[src/design/sxt_pkg.sv]
`default_nettype none
// ----------------------------------------------------------------------------
// sxt_pkg
// Shared types and constants for the s-expression tokenizer: token kinds,
// character codes, token and bundle records, queue sizing.
// ----------------------------------------------------------------------------
package sxt_pkg;

  localparam int unsigned OffsetBits = 16;
  localparam int unsigned LineBits   = 16;
  localparam int unsigned KindBits   = 3;
  localparam int unsigned MaxTokens  = 3;
  localparam int unsigned QDepth     = 4;
  localparam int unsigned QPtrW      = $clog2(QDepth);
  localparam int unsigned QCntW      = $clog2(QDepth + 1);

  // token kinds
  localparam logic [KindBits-1:0] KindLParen = 3'd0;
  localparam logic [KindBits-1:0] KindRParen = 3'd1;
  localparam logic [KindBits-1:0] KindString = 3'd2;
  localparam logic [KindBits-1:0] KindNumber = 3'd3;
  localparam logic [KindBits-1:0] KindSymbol = 3'd4;
  localparam logic [KindBits-1:0] KindEnd    = 3'd5;
  localparam logic [KindBits-1:0] KindUnterm = 3'd6;

  // character codes
  localparam logic [7:0] ChNul    = 8'h00;
  localparam logic [7:0] ChTab    = 8'h09;
  localparam logic [7:0] ChLf     = 8'h0a;
  localparam logic [7:0] ChCr     = 8'h0d;
  localparam logic [7:0] ChSpace  = 8'h20;
  localparam logic [7:0] ChQuote  = 8'h22;
  localparam logic [7:0] ChHash   = 8'h23;
  localparam logic [7:0] ChLParen = 8'h28;
  localparam logic [7:0] ChRParen = 8'h29;
  localparam logic [7:0] ChMinus  = 8'h2d;
  localparam logic [7:0] ChDot    = 8'h2e;
  localparam logic [7:0] ChZero   = 8'h30;
  localparam logic [7:0] ChNine   = 8'h39;
  localparam logic [7:0] ChSemi   = 8'h3b;
  localparam logic [7:0] ChLBrack = 8'h5b;
  localparam logic [7:0] ChRBrack = 8'h5d;

  typedef struct packed {
    logic [KindBits-1:0]   kind;
    logic [OffsetBits-1:0] start;
    logic [OffsetBits-1:0] len;
    logic [LineBits-1:0]   line;
  } token_t;

  // all tokens caused by one input byte
  typedef struct packed {
    logic [1:0]                 cnt;
    token_t [MaxTokens-1:0]     tok;
  } bundle_t;

  typedef struct packed {
    logic full;
    logic empty;
  } q_status_t;

endpackage : sxt_pkg
`default_nettype wire

[src/design/s_expression_tokenizer_unit.sv]
`default_nettype none
// ----------------------------------------------------------------------------
// s_expression_tokenizer_unit
// Byte-serial s-expression lexer with a queue-style input and result port.
// ----------------------------------------------------------------------------
// Throughput: one byte per cycle while the 4-entry bundle queue has room;
//   tokens leave one per cycle while popped, on the single result port.
// Output: a token closes when the byte that ends it is classified, as the
//   next byte (or end) is taken, and waits in the queue behind older ones.
// Reset: asynchronous, active low; idle mode, offset 0, line 1, empty queue.
module s_expression_tokenizer_unit (
  input  wire logic                          clk_i,
  input  wire logic                          rst_ni,
  input  wire logic                          push_i,
  output logic                               full_o,
  input  wire logic [7:0]                    char_byte_i,
  input  wire logic                          is_end_i,
  input  wire logic                          pop_i,
  output logic                               empty_o,
  output logic [sxt_pkg::KindBits-1:0]       token_kind_o,
  output logic [sxt_pkg::OffsetBits-1:0]     start_offset_o,
  output logic [sxt_pkg::OffsetBits-1:0]     token_length_o,
  output logic [sxt_pkg::LineBits-1:0]       line_number_o,
  output logic                               last_of_run_o
);

  sxt_pkg::bundle_t   wr_bundle, head;
  sxt_pkg::q_status_t q_status;
  logic               wr, q_pop;

  assign full_o = q_status.full;

  sxt_front u_front (
    .clk_i         (clk_i),
    .rst_ni        (rst_ni),
    .push_i        (push_i),
    .char_byte_i   (char_byte_i),
    .is_end_i      (is_end_i),
    .q_status_i    (q_status),
    .bundle_o      (wr_bundle),
    .bundle_push_o (wr)
  );

  sxt_queue u_queue (
    .clk_i     (clk_i),
    .rst_ni    (rst_ni),
    .wr_i      (wr),
    .wr_data_i (wr_bundle),
    .rd_i      (q_pop),
    .rd_data_o (head),
    .status_o  (q_status)
  );

  sxt_back u_back (
    .clk_i          (clk_i),
    .rst_ni         (rst_ni),
    .head_i         (head),
    .q_status_i     (q_status),
    .q_pop_o        (q_pop),
    .pop_i          (pop_i),
    .empty_o        (empty_o),
    .token_kind_o   (token_kind_o),
    .start_offset_o (start_offset_o),
    .token_length_o (token_length_o),
    .line_number_o  (line_number_o),
    .last_of_run_o  (last_of_run_o)
  );

endmodule : s_expression_tokenizer_unit
`default_nettype wire

[src/design/sxt_front.sv]
`default_nettype none
// ----------------------------------------------------------------------------
// sxt_front
// Lexer front end: holds one byte, classifies it against the scan mode
// with the incoming byte as lookahead, and bundles the tokens it closes.
// ----------------------------------------------------------------------------
module sxt_front (
  input  wire logic                clk_i,
  input  wire logic                rst_ni,
  input  wire logic                push_i,
  input  wire logic [7:0]          char_byte_i,
  input  wire logic                is_end_i,
  input  wire sxt_pkg::q_status_t  q_status_i,
  output sxt_pkg::bundle_t         bundle_o,
  output logic                     bundle_push_o
);

  localparam logic [2:0] ModeIdle     = 3'd0;
  localparam logic [2:0] ModeLComment = 3'd1;
  localparam logic [2:0] ModeBComment = 3'd2;
  localparam logic [2:0] ModeBClose   = 3'd3;
  localparam logic [2:0] ModeString   = 3'd4;
  localparam logic [2:0] ModeNumInt   = 3'd5;
  localparam logic [2:0] ModeNumFrac  = 3'd6;
  localparam logic [2:0] ModeSymbol   = 3'd7;

  typedef struct packed {
    logic [2:0]                     mode;
    logic [sxt_pkg::OffsetBits-1:0] pos;
    logic [sxt_pkg::OffsetBits-1:0] tb;
    logic [sxt_pkg::LineBits-1:0]   line;
  } lex_st_t;

  typedef struct packed {
    lex_st_t         st;
    logic            a_vld;
    sxt_pkg::token_t a;
    logic            b_vld;
    sxt_pkg::token_t b;
  } handle_t;

  function automatic logic is_digit(logic [7:0] ch);
    return (ch >= sxt_pkg::ChZero) && (ch <= sxt_pkg::ChNine);
  endfunction

  // classify byte c with lookahead n (n_ok low means no next byte)
  function automatic handle_t lex_handle(lex_st_t s, logic [7:0] c, logic [7:0] n,
                                         logic n_ok);
    handle_t                        r;
    logic [sxt_pkg::OffsetBits-1:0] pos_inc;
    logic [sxt_pkg::LineBits-1:0]   line_inc;
    logic                           go_idle;
    logic                           n_dig;
    logic                           blk_open;
    logic                           ws;
    r        = '0;
    r.st     = s;
    pos_inc  = (s.pos == '1) ? s.pos : s.pos + 1'b1;
    line_inc = (s.line == '1) ? s.line : s.line + 1'b1;
    n_dig    = n_ok && is_digit(n);
    blk_open = (c == sxt_pkg::ChHash) && n_ok && (n == sxt_pkg::ChLBrack);
    ws       = (c == sxt_pkg::ChSpace) || (c == sxt_pkg::ChTab) ||
               (c == sxt_pkg::ChCr) || (c == sxt_pkg::ChLf);
    go_idle  = 1'b0;
    unique case (s.mode)
      ModeIdle: go_idle = 1'b1;
      ModeLComment: begin
        if (c != sxt_pkg::ChLf) r.st.pos = pos_inc;
        else go_idle = 1'b1;
      end
      ModeBComment: begin
        if (c == sxt_pkg::ChLf) r.st.line = line_inc;
        if ((c == sxt_pkg::ChRBrack) && n_ok && (n == sxt_pkg::ChHash)) begin
          r.st.mode = ModeBClose;
        end
        r.st.pos = pos_inc;
      end
      ModeBClose: begin
        r.st.mode = ModeIdle;
        r.st.pos  = pos_inc;
      end
      ModeString: begin
        if (c == sxt_pkg::ChLf) r.st.line = line_inc;
        r.st.pos = pos_inc;
        if (c == sxt_pkg::ChQuote) begin
          r.a_vld   = 1'b1;
          r.a       = '{sxt_pkg::KindString, s.tb, pos_inc - s.tb, s.line};
          r.st.mode = ModeIdle;
        end
      end
      ModeNumInt: begin
        if (is_digit(c)) begin
          r.st.pos = pos_inc;
        end else if ((c == sxt_pkg::ChDot) && n_dig) begin
          r.st.pos  = pos_inc;
          r.st.mode = ModeNumFrac;
        end else begin
          r.a_vld = 1'b1;
          r.a     = '{sxt_pkg::KindNumber, s.tb, s.pos - s.tb, s.line};
          go_idle = 1'b1;
        end
      end
      ModeNumFrac: begin
        if (is_digit(c)) begin
          r.st.pos = pos_inc;
        end else begin
          r.a_vld = 1'b1;
          r.a     = '{sxt_pkg::KindNumber, s.tb, s.pos - s.tb, s.line};
          go_idle = 1'b1;
        end
      end
      ModeSymbol: begin
        if (!(ws || (c == sxt_pkg::ChSemi) || blk_open)) begin
          r.st.pos = pos_inc;
        end else begin
          r.a_vld = 1'b1;
          r.a     = '{sxt_pkg::KindSymbol, s.tb, s.pos - s.tb, s.line};
          go_idle = 1'b1;
        end
      end
    endcase

    if (go_idle) begin
      r.st.mode = ModeIdle;
      r.st.pos  = pos_inc;
      if (ws) begin
        if (c == sxt_pkg::ChLf) r.st.line = line_inc;
      end else if (c == sxt_pkg::ChSemi) begin
        r.st.mode = ModeLComment;
      end else if (blk_open) begin
        r.st.mode = ModeBComment;
      end else begin
        r.st.tb = s.pos;
        if ((c == sxt_pkg::ChLParen) || (c == sxt_pkg::ChRParen)) begin
          r.b_vld = 1'b1;
          r.b     = '{(c == sxt_pkg::ChLParen) ? sxt_pkg::KindLParen : sxt_pkg::KindRParen,
                      s.pos, pos_inc - s.pos, s.line};
        end else if (c == sxt_pkg::ChQuote) begin
          r.st.mode = ModeString;
        end else if (is_digit(c) || ((c == sxt_pkg::ChMinus) && n_dig)) begin
          r.st.mode = ModeNumInt;
        end else begin
          r.st.mode = ModeSymbol;
        end
      end
    end
    return r;
  endfunction

  lex_st_t    st_q, st_d, st_after;
  logic [7:0] held_q, held_d;
  logic       held_vld_q, held_vld_d;
  logic       end_in;
  logic       accept;
  handle_t    h;

  sxt_pkg::token_t [3:0] cand;
  logic [3:0]            cand_vld;
  sxt_pkg::bundle_t      bundle;

  assign end_in = is_end_i || (char_byte_i == sxt_pkg::ChNul);
  assign accept = push_i && !q_status_i.full;
  assign h      = lex_handle(st_q, held_q, char_byte_i, !end_in);
  assign st_after = held_vld_q ? h.st : st_q;

  always_comb begin
    cand_vld    = '0;
    cand[0]     = h.a;
    cand[1]     = h.b;
    cand[2]     = '{sxt_pkg::KindSymbol, st_after.tb, st_after.pos - st_after.tb,
                    st_after.line};
    cand[3]     = '{sxt_pkg::KindEnd, st_after.pos, '0, st_after.line};
    cand_vld[0] = held_vld_q && h.a_vld;
    cand_vld[1] = held_vld_q && h.b_vld;
    if (end_in) begin
      cand_vld[3] = 1'b1;
      unique case (st_after.mode)
        ModeString: begin
          cand_vld[2]  = 1'b1;
          cand[2].kind = sxt_pkg::KindUnterm;
        end
        ModeNumInt, ModeNumFrac: begin
          cand_vld[2]  = 1'b1;
          cand[2].kind = sxt_pkg::KindNumber;
        end
        ModeSymbol: cand_vld[2] = 1'b1;
        ModeIdle, ModeLComment, ModeBComment, ModeBClose: cand_vld[2] = 1'b0;
      endcase
    end
  end

  // pack valid candidates in order, keep at most three
  always_comb begin
    bundle = '0;
    for (int i = 0; i < 4; i++) begin
      if (cand_vld[i] && (bundle.cnt != 2'(sxt_pkg::MaxTokens))) begin
        bundle.tok[bundle.cnt] = cand[i];
        bundle.cnt             = bundle.cnt + 2'd1;
      end
    end
  end

  assign bundle_o      = bundle;
  assign bundle_push_o = accept && (bundle.cnt != 2'd0);

  always_comb begin
    st_d       = st_q;
    held_d     = held_q;
    held_vld_d = held_vld_q;
    if (accept) begin
      if (!end_in) begin
        st_d       = st_after;
        held_d     = char_byte_i;
        held_vld_d = 1'b1;
      end else begin
        st_d       = '{ModeIdle, '0, '0, sxt_pkg::LineBits'(1)};
        held_d     = '0;
        held_vld_d = 1'b0;
      end
    end
  end

  always_ff @(posedge clk_i or negedge rst_ni) begin
    if (!rst_ni) begin
      st_q       <= '{ModeIdle, '0, '0, sxt_pkg::LineBits'(1)};
      held_q     <= '0;
      held_vld_q <= 1'b0;
    end else begin
      st_q       <= st_d;
      held_q     <= held_d;
      held_vld_q <= held_vld_d;
    end
  end

endmodule : sxt_front
`default_nettype wire

[src/design/sxt_queue.sv]
`default_nettype none
// ----------------------------------------------------------------------------
// sxt_queue
// Short register queue of token bundles between the lexer front end and
// the token serializer.
// ----------------------------------------------------------------------------
module sxt_queue (
  input  wire logic              clk_i,
  input  wire logic              rst_ni,
  input  wire logic              wr_i,
  input  wire sxt_pkg::bundle_t  wr_data_i,
  input  wire logic              rd_i,
  output sxt_pkg::bundle_t       rd_data_o,
  output sxt_pkg::q_status_t     status_o
);

  sxt_pkg::bundle_t               mem_q [sxt_pkg::QDepth];
  logic [sxt_pkg::QPtrW-1:0]      wr_ptr_q, wr_ptr_d;
  logic [sxt_pkg::QPtrW-1:0]      rd_ptr_q, rd_ptr_d;
  logic [sxt_pkg::QCntW-1:0]      cnt_q, cnt_d;
  logic                           do_wr, do_rd;

  assign status_o.full  = (cnt_q == sxt_pkg::QCntW'(sxt_pkg::QDepth));
  assign status_o.empty = (cnt_q == '0);
  assign do_wr          = wr_i && !status_o.full;
  assign do_rd          = rd_i && !status_o.empty;
  assign rd_data_o      = mem_q[rd_ptr_q];

  always_comb begin
    wr_ptr_d = do_wr ? wr_ptr_q + 1'b1 : wr_ptr_q;
    rd_ptr_d = do_rd ? rd_ptr_q + 1'b1 : rd_ptr_q;
    cnt_d    = cnt_q;
    if (do_wr && !do_rd) cnt_d = cnt_q + 1'b1;
    else if (!do_wr && do_rd) cnt_d = cnt_q - 1'b1;
  end

  always_ff @(posedge clk_i) begin
    if (do_wr) mem_q[wr_ptr_q] <= wr_data_i;
  end

  always_ff @(posedge clk_i or negedge rst_ni) begin
    if (!rst_ni) begin
      wr_ptr_q <= '0;
      rd_ptr_q <= '0;
      cnt_q    <= '0;
    end else begin
      wr_ptr_q <= wr_ptr_d;
      rd_ptr_q <= rd_ptr_d;
      cnt_q    <= cnt_d;
    end
  end

endmodule : sxt_queue
`default_nettype wire

[src/design/sxt_back.sv]
`default_nettype none
// ----------------------------------------------------------------------------
// sxt_back
// Token serializer: walks the tokens of the oldest bundle one per pop and
// releases the bundle after its last token.
// ----------------------------------------------------------------------------
module sxt_back (
  input  wire logic                                clk_i,
  input  wire logic                                rst_ni,
  input  wire sxt_pkg::bundle_t                    head_i,
  input  wire sxt_pkg::q_status_t                  q_status_i,
  output logic                                     q_pop_o,
  input  wire logic                                pop_i,
  output logic                                     empty_o,
  output logic [sxt_pkg::KindBits-1:0]             token_kind_o,
  output logic [sxt_pkg::OffsetBits-1:0]           start_offset_o,
  output logic [sxt_pkg::OffsetBits-1:0]           token_length_o,
  output logic [sxt_pkg::LineBits-1:0]             line_number_o,
  output logic                                     last_of_run_o
);

  logic [1:0]      idx_q, idx_d;
  logic            last;
  sxt_pkg::token_t cur;

  assign cur            = head_i.tok[idx_q];
  assign last           = (idx_q == (head_i.cnt - 2'd1));
  assign empty_o        = q_status_i.empty;
  assign token_kind_o   = cur.kind;
  assign start_offset_o = cur.start;
  assign token_length_o = cur.len;
  assign line_number_o  = cur.line;
  assign last_of_run_o  = last;

  always_comb begin
    idx_d   = idx_q;
    q_pop_o = 1'b0;
    if (pop_i && !q_status_i.empty) begin
      if (last) begin
        q_pop_o = 1'b1;
        idx_d   = '0;
      end else begin
        idx_d = idx_q + 2'd1;
      end
    end
  end

  always_ff @(posedge clk_i or negedge rst_ni) begin
    if (!rst_ni) idx_q <= '0;
    else         idx_q <= idx_d;
  end

endmodule : sxt_back
`default_nettype wire

[config.mk]
export PLATFORM = sky130hd
export DESIGN_NAME = s_expression_tokenizer_unit
export DESIGN_NICKNAME = d
export VERILOG_FILES = /design/src/design/sxt_pkg.sv /design/src/design/s_expression_tokenizer_unit.sv /design/src/design/sxt_front.sv /design/src/design/sxt_queue.sv /design/src/design/sxt_back.sv
export SDC_FILE = /design/constraint.sdc
export NUM_CORES = 1
export LEC_CHECK = 0
export BUFFER_PORTS_ARGS = -buffer_cell sky130_fd_sc_hd__clkbuf_2
export CORE_ASPECT_RATIO = 1.1
export CORE_UTILIZATION = 45
export DETAILED_ROUTE_END_ITERATION = 12
export PLACE_DENSITY_LB_ADDON = 0.25
export SLEW_MARGIN = 20
export SYNTH_ARGS = -nofsm -noshare
export SYNTH_HDL_FRONTEND = slang
export SYNTH_HIERARCHICAL = 1
export SYNTH_SLANG_ARGS = --single-unit
[constraint.sdc]
create_clock -name clk_i -period 26.8 [get_ports clk_i]
set_input_delay 1.34 -clock clk_i [delete_from_list [all_inputs] [get_ports clk_i]]
set_output_delay 1.34 -clock clk_i [all_outputs]
set_load 0.1 [all_outputs]
==> out/results.txt <==
WL final: 87600 µm
Setup TNS: 0 ps
Worst setup path class: input port to flip-flop
Crit path required time: 27040 ps
Synth cell types: 91
FF+latch count, synth: 689
N_diodes: 0
Clock-pin slew on the worst setup and hold paths: 50 ps
Min-Delay Path Class: flip-flop to flip-flop
Number of nets in the layout: 2515
Die height: 288 µm
Placer congestion estimate: 0.964
Vias per std cell: 6.09
Synth Area per Inst: 14.0 µm²
Hold_buf cts: 0
Post-DP HPWL: 57400 µm
Synth top cells by count: edfxtp_1, nand2_1, mux4_2
# rows: 104
Ys async rst share: 10.0%
Ys Warns: 6
Synth area leader: edfxtp_1
CP Max Fanout: 62
DRT Pass-1 Iters: 6
Synth top area share: 55.6%
CTS resizes: 0
Clk Latency, worst-skew pair: 640 ps
CTS tree: done
Initial Util: 45.6%
Most common cell in the netlist: edfxtp_1
Syn Nets: 2487
Top cells by area, synth: edfxtp_1, mux4_2, dfrtp_1, ha_1, nand2_1
Setup bufs post-CTS: 0
Slew Limit Fails: 0
DR WL/cell: 25.5 µm
Gate Count Post-Synth: 2396
Congestion Overflow GR: 0
First-pass GRT wire length: 133000 µm
Setup Skew: 23.4 ps
Hold_ws: 487 ps
Sequential cell area: 20400 µm²
Period utilization: 30.6%
Peak VDD IR: 0.116 mV
Share of cells above drive strength 1: 16.2%
Area of the core: 73400 µm²
Crit path launch type: input port
Static Leak: 12.6 nW
CTS sink cnt: 689
Root Driver: clkbuf_16
ANT nets after route: 0
Sequential-to-total area share from yosys stat: 60.8%
Highest achievable clock rate: 122 MHz
# DRC: 0
Die area: 75500 µm²
Area growth from synthesis to layout: 9.83%
RSZ-0062 raised after global routing: false
Port Buffers: 66
Synth Flop Type: edfxtp_1
Post-Syn Area: 33500 µm²
Pin count of the biggest net entering global routing: 90
Status: finished, final reports clean
Clock buffer depth: 3
Layout fillers: 6247
Final Hold Violating Endpoints: 0
EDFF count, synth: 620
PwrDens: 124 nW/µm²
WP data arrival: 8440 ps
Ports: 67
Die width: 262 µm
Max H-tree Level: 3
Vias in the first global route: 21100
Vias: 20900
DR iter-0 viols: 1969
GRT Total Usage: 23.6%
Endpoint class of the critical path: flip-flop
Initial antenna violation count: 1
Worst rel slew slack: 21.2%
Final min period: 8210 ps
Final setup viols: 0
Worst Tran Pin Value: 1180 ps
Area of the multi-input gates: 12100 µm²
Number of max-cap violations: 0
Num CTS Buffers: 72
==> path summary, 6_finish.rpt <==
kind                                        start                    to  slack, ps  depth (start not counted)
worst max-delay path               char_byte_i[5]  u_queue/mem_q[1][29]      18590                         20
worst min-delay path             u_queue/cnt_q[2]      u_queue/cnt_q[2]        490                          1
worst max register to register  u_front/held_q[4]  u_queue/mem_q[1][29]      18690                         19
worst min register to register   u_queue/cnt_q[2]      u_queue/cnt_q[2]        490                          1
max in group asynchronous                  rst_ni       u_back/idx_q[0]      25000                          2
min in group asynchronous                  rst_ni      u_front/st_q[24]        570                          1
==> critical path, cell delays in order <==
cell      delay (ps)
clkbuf_2         120
nor4b_1          360
nand4_1          180
o22a_1           320
a21oi_1          360
nor2_1            70
buf_4            220
a21oi_4          670
ha_1             420
a21boi_0         240
nand2_1          300
o21ai_0          320
inv_1            170
ha_1             260
nor2_1           440
nor3_1           100
a211oi_1         240
nor2b_1          620
and2_4           740
buf_4            820
==> cell families (layout without fill, tap and decap cells) <==
kind of cell    after synthesis  after routing  synth area share [%]
compound gates              532            532                  9.85
xor+xnor                     94             94                  2.46
fa+ha+maj                    79             79                  3.06
buf+inv                     215            295                  3.30
flops                       689            689                  60.8
mux                         237            237                  12.9
simple gates                550            550                  7.67
==> registers in the layout, summed over array words and instances, names as in the netlist <==
name,flops
u_queue/wr_ptr_q,2
u_queue/mem_q,620
u_queue/rd_ptr_q,2
u_front/held_q,8
u_back/idx_q,2
u_front/st_q,51
u_queue/cnt_q,3
u_front/held_vld_q,1
==> metal layers <==
metal	vias to the layer above	share of wire, %	GRT usage [%]	wire length (µm)
met2	735	47	37.4	41500
met5	-	0.021	0	18
met4	2	3.1	8.51	2700
met3	149	6.1	3.30	5380
li1	9312	-	-	-
met1	10700	43	33.2	38000
==> stage by stage <==
| step | worst slack (ps) | utilization [%] | instance area, µm² | instances | power, mW |
|---|---|---|---|---|---|
| floorplan | 17560 | - | 33500 | 2396 | 3.18 |
| global placement | 17890 | 47.0 | 34500 | 3303 | 3.62 |
| detailed placement | 18190 | 47.0 | 34500 | 3304 | 3.64 |
| CTS | 18820 | 50.1 | 36800 | 3430 | 4.61 |
| global route | 18290 | 50.1 | 36800 | 3430 | 4.77 |
| finish | 18590 | 50.1 | 36800 | 3430 | 4.57 |
==> cells in the final DEF (no fill, tap or decap), types with 19 or more instances in the layout <==
cell / count
dfrtp_1: 64
ha_1: 73
o21ai_1: 55
a22oi_1: 19
xor2_1: 35
a21oi_1: 108
nor2_1: 130
o22ai_1: 51
nand3_1: 45
nand2_1: 219
clkbuf_16: 72
inv_1: 67
o31ai_1: 22
clkbuf_2: 65
nor3_1: 26
buf_4: 33
a21o_1: 26
mux4_2: 155
edfxtp_1: 620
xnor2_1: 59
o21ai_0: 136
mux2i_1: 76
==> cell type report <==
cell class | count | share of cell area (%)
repair buffers | 100 | 1.69
multi-input cells | 1492 | 32.9
flip-flops and latches | 689 | 55.4
clock buffers | 90 | 5.08
inverters | 69 | 0.704
well taps | 954 | 3.25
clock inverters | 36 | 1.07
==> report_power, final <==
part | leakage, nW | internal (mW) | switching [mW]
combinational | 4.74 | 0.607 | 1.46
clock | 1.09 | 0.550 | 0.417
sequential | 6.72 | 1.42 | 0.117
total | 12.6 | 2.57 | 2.00
Power figures use the tool's default switching activity.
